`src/design/stbs_pkg.sv`:
```
package stbs_pkg;

    localparam int TABLE_DEPTH = 1024;
    localparam int ADDR_W      = $clog2(TABLE_DEPTH);
    // low and high+1 range over 0..TABLE_DEPTH
    localparam int SPAN_W      = ADDR_W + 1;
    localparam int SUM_W       = SPAN_W + 1;

    localparam int INDEX_W     = 10;
    localparam int VALUE_W     = 32;
    localparam int POS_W       = 10;

    localparam logic CMD_WRITE  = 1'b0;
    localparam logic CMD_SEARCH = 1'b1;

    typedef struct packed {
        logic start;          // search transfer accepted
        logic write;          // write transfer accepted
        logic step;           // probe data valid this cycle
        logic load_out;       // load output register
        logic out_from_held;  // output source is held result
        logic hold_result;    // park the final result
    } t_dp_cmd;

    typedef struct packed {
        logic done;           // current probe ends the search
    } t_dp_status;

endpackage

```
`src/design/stbs_ctrl.sv`:
```
module stbs_ctrl
    import stbs_pkg::*;
(
    input  logic       i_clk,
    input  logic       i_rst_n,
    input  logic       i_in_valid,
    input  logic       i_command,
    input  logic       i_out_ready,
    input  t_dp_status i_status,
    output logic       o_in_ready,
    output logic       o_out_valid,
    output t_dp_cmd    o_cmd
);

    typedef enum logic [2:0] {
        S_IDLE = 3'b001,
        S_RUN  = 3'b010,
        S_HOLD = 3'b100
    } t_state;

    t_state r_state;
    t_state n_state;
    logic   r_out_valid;
    logic   n_out_valid;
    logic   accept;
    logic   out_free;

    assign o_in_ready = (r_state == S_IDLE);
    assign accept     = i_in_valid && o_in_ready;
    assign out_free   = !r_out_valid || i_out_ready;

    always_comb begin
        n_state             = r_state;
        o_cmd               = '0;
        o_cmd.start         = accept && (i_command == CMD_SEARCH);
        o_cmd.write         = accept && (i_command == CMD_WRITE);
        case (r_state)
            S_IDLE: begin
                if (o_cmd.start) begin
                    n_state = S_RUN;
                end
            end
            S_RUN: begin
                o_cmd.step = 1'b1;
                if (i_status.done) begin
                    if (out_free) begin
                        o_cmd.load_out = 1'b1;
                        n_state        = S_IDLE;
                    end else begin
                        o_cmd.hold_result = 1'b1;
                        n_state           = S_HOLD;
                    end
                end
            end
            S_HOLD: begin
                if (out_free) begin
                    o_cmd.load_out      = 1'b1;
                    o_cmd.out_from_held = 1'b1;
                    n_state             = S_IDLE;
                end
            end
            default: begin
                n_state = S_IDLE;
            end
        endcase
    end

    always_comb begin
        if (o_cmd.load_out) begin
            n_out_valid = 1'b1;
        end else if (i_out_ready) begin
            n_out_valid = 1'b0;
        end else begin
            n_out_valid = r_out_valid;
        end
    end

    always_ff @(posedge i_clk) begin
        if (!i_rst_n) begin
            r_state     <= S_IDLE;
            r_out_valid <= 1'b0;
        end else begin
            r_state     <= n_state;
            r_out_valid <= n_out_valid;
        end
    end

    assign o_out_valid = r_out_valid;

    a_load_free: assert property (@(posedge i_clk) disable iff (!i_rst_n)
        o_cmd.load_out |-> out_free)
        else $error("output register overwritten before transfer");

    a_search_runs: assert property (@(posedge i_clk) disable iff (!i_rst_n)
        o_cmd.start |=> (r_state == S_RUN))
        else $error("search did not start probing");

    a_hold_waits: assert property (@(posedge i_clk) disable iff (!i_rst_n)
        ((r_state == S_HOLD) && !out_free) |=> (r_state == S_HOLD))
        else $error("held result dropped");

endmodule

```
`config.mk`:
```
export PLATFORM = sky130hd
export DESIGN_NAME = stbs_ctrl
export DESIGN_NICKNAME = d
export VERILOG_FILES = /design/src/design/stbs_pkg.sv /design/src/design/stbs_ctrl.sv
export SDC_FILE = /design/constraint.sdc
export NUM_CORES = 1
export LEC_CHECK = 0
export CAP_MARGIN = 10
export CORE_AREA = 3 3 40 42
export CTS_CLUSTER_DIAMETER = 200
export CTS_CLUSTER_SIZE = 16
export DETAILED_ROUTE_END_ITERATION = 10
export DIE_AREA = 0 0 43 45
export DONT_BUFFER_PORTS = 1
export HOLD_SLACK_MARGIN = 0.1
export SLEW_MARGIN = 40
export SYNTH_ARGS = -nofsm -noshare
export SYNTH_HDL_FRONTEND = slang
export SYNTH_SLANG_ARGS = --single-unit
```
`constraint.sdc`:
```
create_clock -name i_clk -period 1.6 [get_ports i_clk]
set_clock_uncertainty 0.2 [all_clocks]
set_input_delay 0.32 -clock i_clk [delete_from_list [all_inputs] [get_ports i_clk]]
set_output_delay 0.32 -clock i_clk [all_outputs]
set_load 0.05 [all_outputs]
```
; ---- Yosys cells after proc, flatten, opt, wreduce, memory -nomap -nowiden
; Cells that the tools add are included.
[op_classes]
n_reduce_logical = 7
bitwise = 1
muxes = 16
n_eq_ne = 6
[op_table]
columns = operator, count
row1 = $mux W3, 4
row2 = $mux W1, 9
row3 = $pmux W3 S3, 1
row4 = $ne A2 B2 Y1 const B, 2
row5 = $eq A3 B1 Y1 const B, 1
row6 = $eq A3 B2 Y1 const B, 1
row7 = $eq A3 B3 Y1 const B, 1
row8 = $logic_and A1 B1 Y1, 3
row9 = $reduce_and A3 Y1, 1
row10 = $mux W2, 1
row11 = $ne A2 B1 Y1 const B, 1
row12 = $pmux W1 S2, 1
row13 = $reduce_bool A2 Y1, 1
row14 = $logic_not A1 Y1, 1
row15 = $logic_or A1 B1 Y1, 1
row16 = $not A1 Y1, 1
[totals]
in_bits = 6
wordCells = 32
out_inout_bits = 8
ff_bits = 4

; ---- Longest topological paths before layout
[logic_depth]
depth_word = 6
mapped_depth = 5
mapped_depth_nobuf = 5

; ---- Worst setup path after synthesis
; OpenSTA, ideal clock, no wires.
[synth_path]
kind = register to output
startpoint = register r_out_valid, in the netlist o_out_valid
endpoint = output port o_cmd[1] in the netlist's numbering
path_slack_ns = -0.825
arrival_time_ns = 1.905
path_stages_with_launch = 3
path_buffers = 0
required_time_ns = 1.080
cell_sequence = dfxtp_1 > and2b_1 > nor3b_1
[synth_rtl]
columns = item, line
row1 = from (decl), stbs_ctrl.sv:23  ; logic r_out_valid;
row2 = from (signal assigned), stbs_ctrl.sv:84  ; r_out_valid <= n_out_valid;
row3 = to (decl), stbs_ctrl.sv:12  ; output t_dp_cmd o_cmd

==> summary.txt <==
TIMING
------------------------------------------------------------------------------------------------------
Final Critical Period                                                                          1730 ps
Highest Clock Rate                                                                           0.578 GHz
Final number of max-transition violations                                                            0
Number of endpoints failing setup at the final stage                                                 6
Setup repair after global routing missed its margin                                                yes
Period Utilization, post-route                                                                    108%
Worst setup slack after layout                                                                 -129 ps
Headroom to the max-slew limit                                                                   86.8%
Setup TNS Final                                                                                -634 ps
Endpoints failing hold                                                                               0
Slew @ Worst Pin                                                                                198 ps

YOSYS
------------------------------------------------------------------------------------------------------
Total of warnings raised by yosys                                                                    0
Register area share after synthesis                                                              31.5%
Top post-synthesis cells by area                                                          sky130_fd_sc_hd__dfxtp_1 32%, sky130_fd_sc_hd__nor3b_1 8.9%, sky130_fd_sc_hd__a21oi_1 7.9%
Gate count after technology mapping                                                                 32
Top cell type's share of synthesized area                                                        31.5%
Number of synthesized register bits                                                                  4
Post-synthesis area per instance                                                             7.94 um^2
Net Count, Synth                                                                                    38
Netlist Area Pre-Place                                                                        254 um^2
Post-synth top area cell                                                                  sky130_fd_sc_hd__dfxtp_1
Synth cell types                                                                                    18

CTS
------------------------------------------------------------------------------------------------------
Clock transition at the register clock pins on the worst setup and hold paths after CTS          50 ps
Sinks on the clock net                                                                               4
H-tree lvl count                                                                                     1
Worst-skew pair later-pin latency                                                               240 ps
CTS tree                                                                                          done
Number of buffers added by the clock tree synthesis step                                             3
Clock buffer depth                                                                                   2
CTS root buffer                                                                           sky130_fd_sc_hd__clkbuf_4

DRT
------------------------------------------------------------------------------------------------------
Detailed-route wire length                                                                      687 um
Via density per instance                                                                          4.44
Total vias in the final route                                                                      275
DRC Markers                                                                                          0
Antenna viol nets, final                                                                             0
DRC violation total after the first TritonRoute iteration                                            1
Post-detailed-route wirelength per cell                                                        11.1 um
Detailed Routing Iterations Pass 1                                                                   2

WORST SETUP PATH
------------------------------------------------------------------------------------------------------
Largest stage delay on the critical path                                                        330 ps
Startpoint of the lowest-slack register-to-register path                                   o_out_valid
Cell breakdown of the critical path                                                       and2b_2 > nor3b_4 > buf_12
CP Max Fanout                                                                                        5
Critical path endpoint category                                                            output port
Largest delay contributor family on the critical path                                     simple AND/OR/NAND/NOR gates
Category of the worst setup path launch point                                                 register
Worst path arrival time                                                                        1210 ps
Start point of the critical path                                                           o_out_valid
Type of the worst setup path                                                              register to output port
R2R setup slack                                                                                  90 ps
Sum of buffers and inverters on the critical path                                                    1
Data required time at the worst endpoint                                                       1080 ps
Library cell contributing the largest single delay on the critical path                   sky130_fd_sc_hd__dfxtp_4

FINAL LAYOUT
------------------------------------------------------------------------------------------------------
Layout cell share with drive strength beyond 1                                                   63.8%
P&R area growth vs syn                                                                           91.1%
Number of inserted diodes                                                                            0
Final Instance Count excl. Fillers                                                                  62
Number of nets at the end of the flow                                                               54
Final core occ                                                                                   37.8%
Leading cell type in the layout, fill and taps excluded                                   sky130_fd_sc_hd__buf_4

PLACEMENT
------------------------------------------------------------------------------------------------------
Final RePlAce weighted congestion                                                                0.708
Count of buffers from port buffering                                                                 0
Setup Slack @ Placement                                                                        3.90 ps
Placed cell count                                                                                   53
Sum of net half-perimeters after detailed placement                                             450 um

POWER
------------------------------------------------------------------------------------------------------
Leakage power figure                                                                          0.193 nW
Ratio of total power to cell area                                                          750 mW/mm^2
Max VDD drop                                                                                    307 uV
Total power of the final layout                                                             0.000364 W

GRT
------------------------------------------------------------------------------------------------------
Overall fraction of global-route tracks in use                                                   8.15%
GRT overflow                                                                                         0
Initial antenna violation count                                                                      0
Vias in the first global route                                                                     276
First-pass GRT wire length                                                                     1.10 mm
Pin count of the biggest net entering global routing                                                 9

HOLD PATH
------------------------------------------------------------------------------------------------------
Tightest Hold Check Type                                                                  input port to register
Hold_sp                                                                                       i_status

OUTCOME
------------------------------------------------------------------------------------------------------
Violations in the final reports                                                           negative setup slack
Result of the run                                                                         complete, but fails checks

DIE
------------------------------------------------------------------------------------------------------
Total die area                                                                            0.00194 mm^2
Initial cell density of the core                                                                 19.8%
Row cnt                                                                                             13
# IOs                                                                                               14
Chip width                                                                                       43 um
Core region area                                                                          0.00128 mm^2
Y dimension of the die                                                                           45 um

JOB
------------------------------------------------------------------------------------------------------
Max-cap viol count                                                                                   0

==> logic make-up after synthesis <==
group | Yosys count | share of synthesized area (%)
buffers and inverters | 3 | 5.91
AND/OR/NAND/NOR | 16 | 39.9
AO/OA/AOI/OAI | 9 | 22.7
flip-flops | 4 | 31.5
==> worst paths after layout <==
kind                               endpoint  depth (start not counted)
worst min register to register  o_out_valid                          2
worst min-delay path             r_state[1]                          2
worst max register to register   r_state[2]                          5
worst max-delay path               o_cmd[1]                          3
==> metrics by stage <==
stage,hold WS [ps],area (um^2)
after floorplan,196,309
after global placement,209,398
after detailed placement,209,398
after CTS,107,482
after global routing,126,485
final,119,485
==> worst register-to-register path, cell delays in order, from the launching register on <==
cell and delay [ps]:
sky130_fd_sc_hd__dfxtp_4 330, sky130_fd_sc_hd__and2b_2 240, sky130_fd_sc_hd__buf_4 150, sky130_fd_sc_hd__nor2b_1 100
sky130_fd_sc_hd__o22ai_1 100, sky130_fd_sc_hd__o221a_1 260
==> state kept, by name, summed over array words and instances (netlist names) <==
name and flops:
o_out_valid 1, r_state 3
==> where the power goes <==
part | switching (W) | internal (W)
clock | 0.0000458 | 0.0000939
sequential | 0.00000675 | 0.000105
combinational | 0.0000621 | 0.0000510
==> layout make-up <==
class	count	area, um^2
clock buffer	4	26.3
fill	140	800
inverter	2	15.0
multi-input combinational	25	210
sequential	4	86.3
tap	15	18.8
timing repair buffer	12	129
==> cell usage after synthesis <==
cell	count
sky130_fd_sc_hd__dfxtp_1	4
sky130_fd_sc_hd__nor3b_1	3
sky130_fd_sc_hd__inv_1	2
sky130_fd_sc_hd__and2b_2	1
sky130_fd_sc_hd__nor3_1	1
sky130_fd_sc_hd__a21oi_1	4
sky130_fd_sc_hd__nand2_1	1
sky130_fd_sc_hd__o21ai_0	1
sky130_fd_sc_hd__o22ai_1	1
sky130_fd_sc_hd__nor2b_1	1
sky130_fd_sc_hd__and2b_1	2
sky130_fd_sc_hd__nand3b_1	1
sky130_fd_sc_hd__o221a_1	1
sky130_fd_sc_hd__nand2b_2	1
sky130_fd_sc_hd__o21a_1	2
sky130_fd_sc_hd__nor2_1	3
sky130_fd_sc_hd__and3_1	2
sky130_fd_sc_hd__buf_4	1
==> routing by layer <==
metal  part of all wire (%)  global-route usage, %  vias to the layer above
met3                    9.9                   5.98                        0
li1                       -                      -                      142
met4                      0                   5.42                        0
met5                      0                      0                        -
met1                     48                   8.63                      122
met2                     42                   11.4                       11
==> timing repair <==
action	CTS	global route
resized for setup	5	1
endpoints found under the setup margin	7	7
hold buffers	1	0
endpoints found under the hold margin	4	0
pin swaps	3	1
setup buffers	4	0
Note: power is estimated with default switching activity, not from simulation.
